`src/rtl/stable_priority_queue_assert.svh`:
```
// Assertion helpers for the priority queue.
`ifndef STABLE_PRIORITY_QUEUE_ASSERT_SVH
`define STABLE_PRIORITY_QUEUE_ASSERT_SVH

// Same-cycle implication.
`define SPQ_ASSERT_SAME(lbl, clk, rst, pre, post, msg) \
   lbl: assert property (@(posedge clk) disable iff (rst) (pre) |-> (post)) else $error(msg);

// Next-cycle implication.
`define SPQ_ASSERT_NEXT(lbl, clk, rst, pre, post, msg) \
   lbl: assert property (@(posedge clk) disable iff (rst) (pre) |=> (post)) else $error(msg);

`endif

```
`src/rtl/spq_pkg.sv`:
```
`timescale 1ns / 1ps

package spq_pkg;

   localparam int VALUE_BITS  = 32;
   localparam int IN_PRI_BITS = 8;
   localparam int OCC_BITS    = 5;

   localparam logic [1:0] OP_INSERT = 2'd0;
   localparam logic [1:0] OP_POP    = 2'd1;
   localparam logic [1:0] OP_CLEAR  = 2'd2;

   localparam logic [1:0] ST_OK    = 2'd0;
   localparam logic [1:0] ST_EMPTY = 2'd1;
   localparam logic [1:0] ST_FULL  = 2'd2;

   typedef struct packed {
      logic insert;
      logic pop;
   } ctrl_type;

endpackage

```
`src/rtl/spq_cell.sv`:
```
`timescale 1ns / 1ps

module spq_cell
   import spq_pkg::*;
#(
   parameter int PRIORITY_BITS = 8
) (
   input  logic                     clock,
   input  ctrl_type                 ctrl,
   input  logic                     in_use,
   input  logic                     ge_left,
   input  logic [VALUE_BITS-1:0]    new_value,
   input  logic [PRIORITY_BITS-1:0] new_priority,
   input  logic [VALUE_BITS-1:0]    left_value,
   input  logic [PRIORITY_BITS-1:0] left_priority,
   input  logic [VALUE_BITS-1:0]    right_value,
   input  logic [PRIORITY_BITS-1:0] right_priority,
   output logic                     ge_self,
   output logic [VALUE_BITS-1:0]    cell_value,
   output logic [PRIORITY_BITS-1:0] cell_priority
);

   logic [VALUE_BITS-1:0]    value_ff, value_in;
   logic [PRIORITY_BITS-1:0] priority_ff, priority_in;

   // entries ahead of a newcomer: equal priorities stay in front
   assign ge_self = in_use && (priority_ff >= new_priority);

   always_comb begin
      value_in    = value_ff;
      priority_in = priority_ff;
      if (ctrl.insert && !ge_self) begin
         if (ge_left) begin
            value_in    = new_value;
            priority_in = new_priority;
         end else begin
            value_in    = left_value;
            priority_in = left_priority;
         end
      end else if (ctrl.pop) begin
         value_in    = right_value;
         priority_in = right_priority;
      end
   end

   always_ff @(posedge clock) begin
      value_ff    <= value_in;
      priority_ff <= priority_in;
   end

   assign cell_value    = value_ff;
   assign cell_priority = priority_ff;

endmodule

```
`src/rtl/stable_priority_queue.sv`:
```
`timescale 1ns / 1ps
// Stable priority queue of up to CAPACITY entries.
// Request channel (req_valid/req_ready): opcode, item_value, item_priority.
//   Insert places the entry behind all entries of greater or equal
//   priority; pop removes the head; clear empties the queue.
// Response channel (rsp_valid/rsp_ready): one transaction per request with
//   popped_value, pop_valid, status and occupancy after the operation.
// Storage is a row of cells, each holding one entry; every cell compares
//   its priority with the incoming one at once and loads from itself, its
//   left neighbor, the new entry or its right neighbor.
// The response is registered and shows in the cycle after the
//   request transaction.
// Throughput: one request per cycle unless a stalled response holds it off.
// The request side is taken while the response register is empty or is
//   being drained in the same cycle; a stalled response holds requests off.
// Reset empties the queue and the response register; cell contents are
//   not cleared and are never read before being written.
`include "stable_priority_queue_assert.svh"

module stable_priority_queue
   import spq_pkg::*;
#(
   parameter int CAPACITY      = 16,
   parameter int PRIORITY_BITS = 8
) (
   input  logic                   clock,
   input  logic                   reset,
   input  logic                   req_valid,
   output logic                   req_ready,
   input  logic [1:0]             req_opcode,
   input  logic signed [31:0]     req_item_value,
   input  logic [IN_PRI_BITS-1:0] req_item_priority,
   output logic                   rsp_valid,
   input  logic                   rsp_ready,
   output logic signed [31:0]     rsp_popped_value,
   output logic                   rsp_pop_valid,
   output logic [1:0]             rsp_status,
   output logic [OCC_BITS-1:0]    rsp_occupancy
);

   localparam int CW = $clog2(CAPACITY + 1);

   logic [CW-1:0]            count_ff, count_in;
   logic                     rsp_valid_ff, rsp_valid_in;
   logic [VALUE_BITS-1:0]    popped_ff, popped_in;
   logic                     pop_valid_ff, pop_valid_in;
   logic [1:0]               status_ff, status_in;
   logic [CW-1:0]            occ_ff;

   logic                     accept;
   logic                     full;
   logic                     empty;
   ctrl_type                 ctrl;
   logic [PRIORITY_BITS-1:0] new_priority;

   logic [VALUE_BITS-1:0]    values     [CAPACITY];
   logic [PRIORITY_BITS-1:0] priorities [CAPACITY];
   logic [CAPACITY-1:0]      ge;

   assign req_ready = !rsp_valid_ff || rsp_ready;
   assign accept    = req_valid && req_ready;
   assign full      = (count_ff == CW'(CAPACITY));
   assign empty     = (count_ff == '0);

   generate
      if (PRIORITY_BITS >= IN_PRI_BITS) begin : g_pri_wide
         assign new_priority = PRIORITY_BITS'(req_item_priority);
      end else begin : g_pri_narrow
         assign new_priority = req_item_priority[PRIORITY_BITS-1:0];
      end
   endgenerate

   always_comb begin
      ctrl.insert  = accept && (req_opcode == OP_INSERT) && !full;
      ctrl.pop     = accept && (req_opcode == OP_POP) && !empty;
      count_in     = count_ff;
      popped_in    = '0;
      pop_valid_in = 1'b0;
      status_in    = ST_OK;
      case (req_opcode)
         OP_INSERT: begin
            if (full) begin
               status_in = ST_FULL;
            end else begin
               count_in = count_ff + 1'b1;
            end
         end
         OP_POP: begin
            if (empty) begin
               status_in = ST_EMPTY;
            end else begin
               count_in     = count_ff - 1'b1;
               popped_in    = values[0];
               pop_valid_in = 1'b1;
            end
         end
         OP_CLEAR: count_in = '0;
         default: count_in = count_ff;
      endcase
      rsp_valid_in = accept || (rsp_valid_ff && !rsp_ready);
   end

   generate
      for (genvar i = 0; i < CAPACITY; i++) begin : g_cell
         logic                     ge_left;
         logic [VALUE_BITS-1:0]    left_value, right_value;
         logic [PRIORITY_BITS-1:0] left_priority, right_priority;

         if (i == 0) begin : g_head
            assign ge_left       = 1'b1;
            assign left_value    = req_item_value;
            assign left_priority = new_priority;
         end else begin : g_body
            assign ge_left       = ge[i-1];
            assign left_value    = values[i-1];
            assign left_priority = priorities[i-1];
         end

         if (i == CAPACITY - 1) begin : g_tail
            assign right_value    = '0;
            assign right_priority = '0;
         end else begin : g_inner
            assign right_value    = values[i+1];
            assign right_priority = priorities[i+1];
         end

         spq_cell #(
            .PRIORITY_BITS(PRIORITY_BITS)
         ) u_cell (
            .clock         (clock),
            .ctrl          (ctrl),
            .in_use        (count_ff > CW'(i)),
            .ge_left       (ge_left),
            .new_value     (req_item_value),
            .new_priority  (new_priority),
            .left_value    (left_value),
            .left_priority (left_priority),
            .right_value   (right_value),
            .right_priority(right_priority),
            .ge_self       (ge[i]),
            .cell_value    (values[i]),
            .cell_priority (priorities[i])
         );
      end
   endgenerate

   always_ff @(posedge clock) begin
      if (reset) begin
         count_ff     <= '0;
         rsp_valid_ff <= 1'b0;
      end else begin
         rsp_valid_ff <= rsp_valid_in;
         if (accept) begin
            count_ff <= count_in;
         end
      end
   end

   always_ff @(posedge clock) begin
      if (accept) begin
         popped_ff    <= popped_in;
         pop_valid_ff <= pop_valid_in;
         status_ff    <= status_in;
         occ_ff       <= count_in;
      end
   end

   assign rsp_valid        = rsp_valid_ff;
   assign rsp_popped_value = popped_ff;
   assign rsp_pop_valid    = pop_valid_ff;
   assign rsp_status       = status_ff;

   generate
      if (CW >= OCC_BITS) begin : g_occ_trunc
         assign rsp_occupancy = occ_ff[OCC_BITS-1:0];
      end else begin : g_occ_ext
         assign rsp_occupancy = OCC_BITS'(occ_ff);
      end
   endgenerate

   `SPQ_ASSERT_SAME(a_count_bound, clock, reset, 1'b1, count_ff <= CW'(CAPACITY), "count over capacity")
   `SPQ_ASSERT_NEXT(a_insert_full, clock, reset, accept && req_opcode == OP_INSERT && full, rsp_status == ST_FULL && count_ff == CW'(CAPACITY), "full insert not refused")
   `SPQ_ASSERT_NEXT(a_pop_count, clock, reset, accept && req_opcode == OP_POP && !empty, rsp_pop_valid && count_ff == $past(count_ff) - 1'b1, "pop did not remove an entry")
   `SPQ_ASSERT_SAME(a_pop_status, clock, reset, rsp_valid && rsp_pop_valid, rsp_status == ST_OK, "pop result with error status")

endmodule
```
`config.mk`:
```
export PLATFORM = sky130hd
export DESIGN_NAME = stable_priority_queue
export DESIGN_NICKNAME = d
export VERILOG_FILES = /design/src/rtl/spq_pkg.sv /design/src/rtl/spq_cell.sv /design/src/rtl/stable_priority_queue.sv
export VERILOG_INCLUDE_DIRS = /design/src /design/src/rtl
export SDC_FILE = /design/constraint.sdc
export NUM_CORES = 2
export LEC_CHECK = 0
export BUFFER_PORTS_ARGS = -buffer_cell sky130_fd_sc_hd__buf_4
export CAP_MARGIN = 20
export CELL_PAD_IN_SITES_DETAIL_PLACEMENT = 1
export CELL_PAD_IN_SITES_GLOBAL_PLACEMENT = 1
export CORE_AREA = 2 2 369 188
export DETAILED_ROUTE_END_ITERATION = 10
export DIE_AREA = 0 0 371 190
export PLACE_DENSITY_LB_ADDON = 0.1
export SETUP_SLACK_MARGIN = 0.2
export SLEW_MARGIN = 20
export SYNTH_ARGS = -nofsm -noshare
export SYNTH_HDL_FRONTEND = slang
export SYNTH_SLANG_ARGS = --single-unit
```
`constraint.sdc`:
```
create_clock -name clock -period 11.1 [get_ports clock]
set_input_delay 1.11 -clock clock [delete_from_list [all_inputs] [get_ports clock]]
set_output_delay 1.11 -clock clock [all_outputs]
set_load 0.01 [all_outputs]
```
# Word level (Yosys, flattened, before mapping)
# Index checks and enable logic that the tools add are counted.
# op_classes
n_div,0
n_addsub,2
order_cmp,32
multipliers,0
reduce_logical,79
eq_ne,3
n_shift,0
mux,101
bitwise_logic,1
# op_table
operator,n
two-way mux 32 bit,47
two-way mux 8 bit,47
>= comparator 8 bit,16
greater-than comparator 5 x 4 -> 1 bit (second input constant),8
logical AND 1 bit,38
nonzero test 2 bit,16
greater-than comparator 5 x 3 -> 1 bit (second input constant),4
zero test 1 bit,20
case mux 5 bit (3 select lines),1
greater-than comparator 5 x 1 -> 1 bit (second input constant),2
greater-than comparator 5 x 2 -> 1 bit (second input constant),2
two-way mux 5 bit,2
adder 5 x 1 -> 5 bit (second input constant),1
== test 5 bit (second input constant),1
zero test 5 bit,1
subtractor 5 x 1 -> 5 bit (second input constant),1
case mux 2 bit (2 select lines),1
== test 2 x 1 -> 1 bit (second input constant),1
== test 2 bit (second input constant),1
zero test 2 bit,1
logical OR 1 bit,2
two-way mux 1 bit,2
two-way mux 2 bit,1
OR reduction 2 bit,1
inverter 1 bit,1
# totals
mem_bits_rw,0
n_memories,0
reg_bits,686
rom_bits,0
output_inout_bits,42
inputBits,46
latch_bits,0

# Depth between registers and ports, before layout
# depth
depth_word,7
ltp_mapped,11
depth_no_buf,8

# Hierarchy
# A second synthesis with hierarchy kept.
# unflattened
hier_cells,2788
area_unflattened_um2,43875.8
# modules_own_cells
module,area_per_inst_um2,n_inst,cells_per_inst
spq_cell at g_cell[0].u_cell ...,2593.7,10,162
spq_cell at g_cell[4].u_cell ...,2613.8,6,161
stable_priority_queue,2255.9,1,202

# Worst setup path before layout
# No wires, ideal clock.
# synth_timing
kind,in2reg
startpoint,input port req_item_priority[2]
endpoint,"register g_cell[14].u_cell.priority_ff[0], enable pin"
n_path_buf,3
t_arrival_ps,5934
setup_time_ps,493
required_ps,10607
cell_stages,10
setup_slack_ps,4673
cell_sequence,clkbuf_1 -> inv_1 -> ha_1 -> a211o_1 -> a31oi_1 -> o221ai_1 -> and2_1 -> buf_2 -> buf_2 -> o21ai_0
# synth_via
elab_chain_cells,5
# synth_lines
element,line,source
from (decl),stable_priority_queue.sv:32,"input logic [IN_PRI_BITS-1:0] req_item_priority,"
>= comparator 8 bit,spq_cell.sv:27,assign ge_self = in_use && (priority_ff >= new_priority);
logical AND 1 bit,spq_cell.sv:27,
zero test 1 bit,spq_cell.sv:32,if (ctrl.insert && !ge_self) begin
logical AND 1 bit,spq_cell.sv:32,
nonzero test 2 bit (no line),n/a,
to (signal assigned),spq_cell.sv:48,priority_ff <= priority_in;
to (decl),spq_cell.sv:24,"logic [PRIORITY_BITS-1:0] priority_ff, priority_in;"
# No other way between the ends.
# A chain may end at the register's enable or synchronous reset.

# Final worst setup path
# layout_timing
startpoint,input port req_item_priority[7]
endpoint,"register g_cell[0].u_cell.value_ff[22], enable pin"
# layout_via
elab_chain_cells,5
# layout_lines
element,line,source
>= comparator 8 bit,spq_cell.sv:27,
logical AND 1 bit,spq_cell.sv:27,
zero test 1 bit,spq_cell.sv:32,
logical AND 1 bit,spq_cell.sv:32,
nonzero test 2 bit (no line),n/a,
to (signal assigned),spq_cell.sv:47,value_ff <= value_in;
to (decl),spq_cell.sv:23,"logic [VALUE_BITS-1:0] value_ff, value_in;"
# No other way between the ends.

==> flow_summary.toml <==
[clock_network]
cts.sinks = 686
cts-root-buf = "clkbuf_16"
cts-resized-gates = 0
holdBufCountCts = 0
insertion_delay_ps = 660
clkTransAtPathRegs_ps = 70
cts_made_buffers = 67
postCtsSetupBuffers = 0
clockBufferDepth = 3
h-tree-depth = 3
cts_tree = "done"

[floorplanning]
rows = 68
core_sq_um = 67800
initial_core_util_pct = 54.2
fp.dieArea_sq_um = 70500
ios = 88
die_y_microns = 190
die_w_microns = 371

[global_routing]
grt_start_max_net_pins = 82
grt_use_total_pct = 34.4
antenna_found_initial = 1
grt_pass1_wl_microns = 180000
grt_overflow = 0
grt_pass1_vias = 27000

[sta]
timing.final.crit_period_ps = 4950
fin_crit_sh_pct = 44.6
drv_slew = 0
tns_ps = 0
tightest_slew_ps = 1110
fmax_mhz = 202
rsz0062_at_grt = "false"
finalHoldViolCount = 0
fin_hold_ws_ps = 564
skew_ps = 27.2
setup_viol = 0
maxSlewHeadroom_pct = 25.4

[routing]
drc = 0
dr.pass1.iters = 6
ant_nets = 0
wl_per_cell_microns = 28.8
wl_microns = 121000
drtIter0Drc = 3143
routed_via_density = 6.44
vias = 27000

[setup_path]
worstPathMaxFanout = 48
crit_path_start_kind = "input pin"
setup.worst_path.class = "in -> reg"
worstSetupEndpointType = "register"
crit_required_ps = 11260
arrival_ps = 5110

[synth]
yosysUniqueCellTypes = 52
yosys-top-cells-count = "edfxtp_1 (680), nand2_1 (643), mux2i_1 (559)"
synthesis.area_sq_um = 36800
synth_ff_type = "edfxtp_1"
ys_seq_elements = 686
yosysMostFrequentCell = "edfxtp_1"
synthCells = 3274
ys_async_sr_fraction_pct = 0
synth_nets = 3454
yosys_warnings = 0
syn_area_per_cell_sq_um = 11.2
yosysSeqAreaShare_pct = 55.9
synth_area_leaders = "edfxtp_1 (56%), mux2i_1 (15%), o21ai_0 (7.3%), nand2_1 (6.6%), ha_1 (4.6%)"
yosysTopAreaCell = "edfxtp_1"
synth_edf_count = 680
synth_top_area_share_pct = 55.6

[power]
powerDensity_nw_per_um2 = 152
swShare_pct = 27.1
leakagePower_uw = 0.0141
power.share.clock_pct = 36.8
p_int_uw = 4460
p_seq_share_pct = 51.4
switchingPower_uw = 1650
p_comb_share_pct = 11.8
vdd_ir_drop_max_uv = 139

[place]
port_buffers = 87
dp_hpwl_microns = 79900
routabilityCongestion = 0.897

[status]
status = "finished, final reports clean"

[job]
max_cap_viol_count = 0

[min_path]
hold_path.class = "reg -> reg"

[finish]
fill_cells = 7052
ff_latch_area_sq_um = 20500
final_util_pct = 59.3
multi_input_area_sq_um = 15300
n_antenna_cell = 0
nets = 3419
area_delta_synth_final_pct = 9.33
drive_above_1_share_pct = 9.53
kinds of logic after synthesis:
family	after synthesis	share of synthesized area, %
and+or+nand+nor	878	9.63
AOI/OAI and AO/OA	711	10.5
DFF	686	55.9
muxes	593	16.3
buffers and inverters	272	3.19
adders and majority gates	134	4.56
layer usage:
layer | GRT usage, % | part of all wire, % | wire length, microns | vias to the layer above
met5 | 1.44 | 0.12 | 140 | -
met4 | 5.34 | 1.0 | 1260 | 2
met3 | 10.6 | 11 | 13700 | 97
met2 | 42.3 | 37 | 44900 | 1306
met1 | 57.7 | 50 | 60700 | 13700
li1 | - | - | - | 11900
final cells by class:
cell class              count  area share (%)
clock buffers              78            4.33
clock inverters            36           0.729
well taps                 910            2.83
inverters                  32           0.299
repair buffers            136            2.54
flip-flops and latches    686            51.1
multi-input cells        2316            38.2
path summary, 6_finish.rpt:
check / cells past startpoint / start / slack, ps / to
setup / recovery: 9 / req_item_priority[7] / 6150 / g_cell[0].u_cell.cell_value[22]$_DFFE_PP_
hold / removal: 2 / g_cell[13].u_cell.cell_value[6]$_DFFE_PP_ / 560 / g_cell[12].u_cell.cell_value[6]$_DFFE_PP_
setup reg to reg: 10 / count_ff[0]$_SDFFE_PP0P_ / 6640 / g_cell[8].u_cell.cell_value[14]$_DFFE_PP_
hold reg to reg: 2 / g_cell[13].u_cell.cell_value[6]$_DFFE_PP_ / 560 / g_cell[12].u_cell.cell_value[6]$_DFFE_PP_
metrics by stage:
step	cells	area, sq um	setup slack, ps	total power [uW]
CTS	4194	40200	5730	6110
floorplan	3274	36800	4670	3580
global placement	4080	38100	5020	3840
global route	4194	40200	5880	6290
finish	4194	40200	6150	6110
detailed placement	4080	38100	4990	3890
registers in the layout, summed over array words and instances (netlist names):
register                     cells
rsp_popped_value                32
rsp_valid                        1
g_cell.u_cell.cell_priority    128
rsp_occupancy                    5
rsp_status                       2
rsp_pop_valid                    1
count_ff                         5
g_cell.u_cell.cell_value       512
critical path: stages:
cell,delay [ps]
buf_4,270
inv_1,530
ha_1,520
nand4_1,100
a211oi_1,270
o31a_2,160
buf_4,630
nand2b_4,670
nand2_2,740
cells in the final DEF (no fill, tap or decap), types with 33 or more instances in the layout:
cell / instances
a211oi_1: 42
a31oi_1: 44
and2_1: 33
buf_4: 136
clkbuf_16: 68
edfxtp_1: 680
ha_1: 134
mux2_2: 34
mux2i_1: 559
nand2_1: 633
nor2_1: 134
o21ai_0: 534
o21ai_1: 34
power groups by stage:
stage	clock (uW)	combinational [uW]	sequential (uW)
3_3_place_gp	0	659	3180
5_1_grt	2350	785	3150
3_5_place_dp	0	700	3190
6_report	2250	720	3140
4_1_cts	2270	706	3130
2_1_floorplan	0	443	3140
Note: power is estimated with default switching activity, not from simulation.
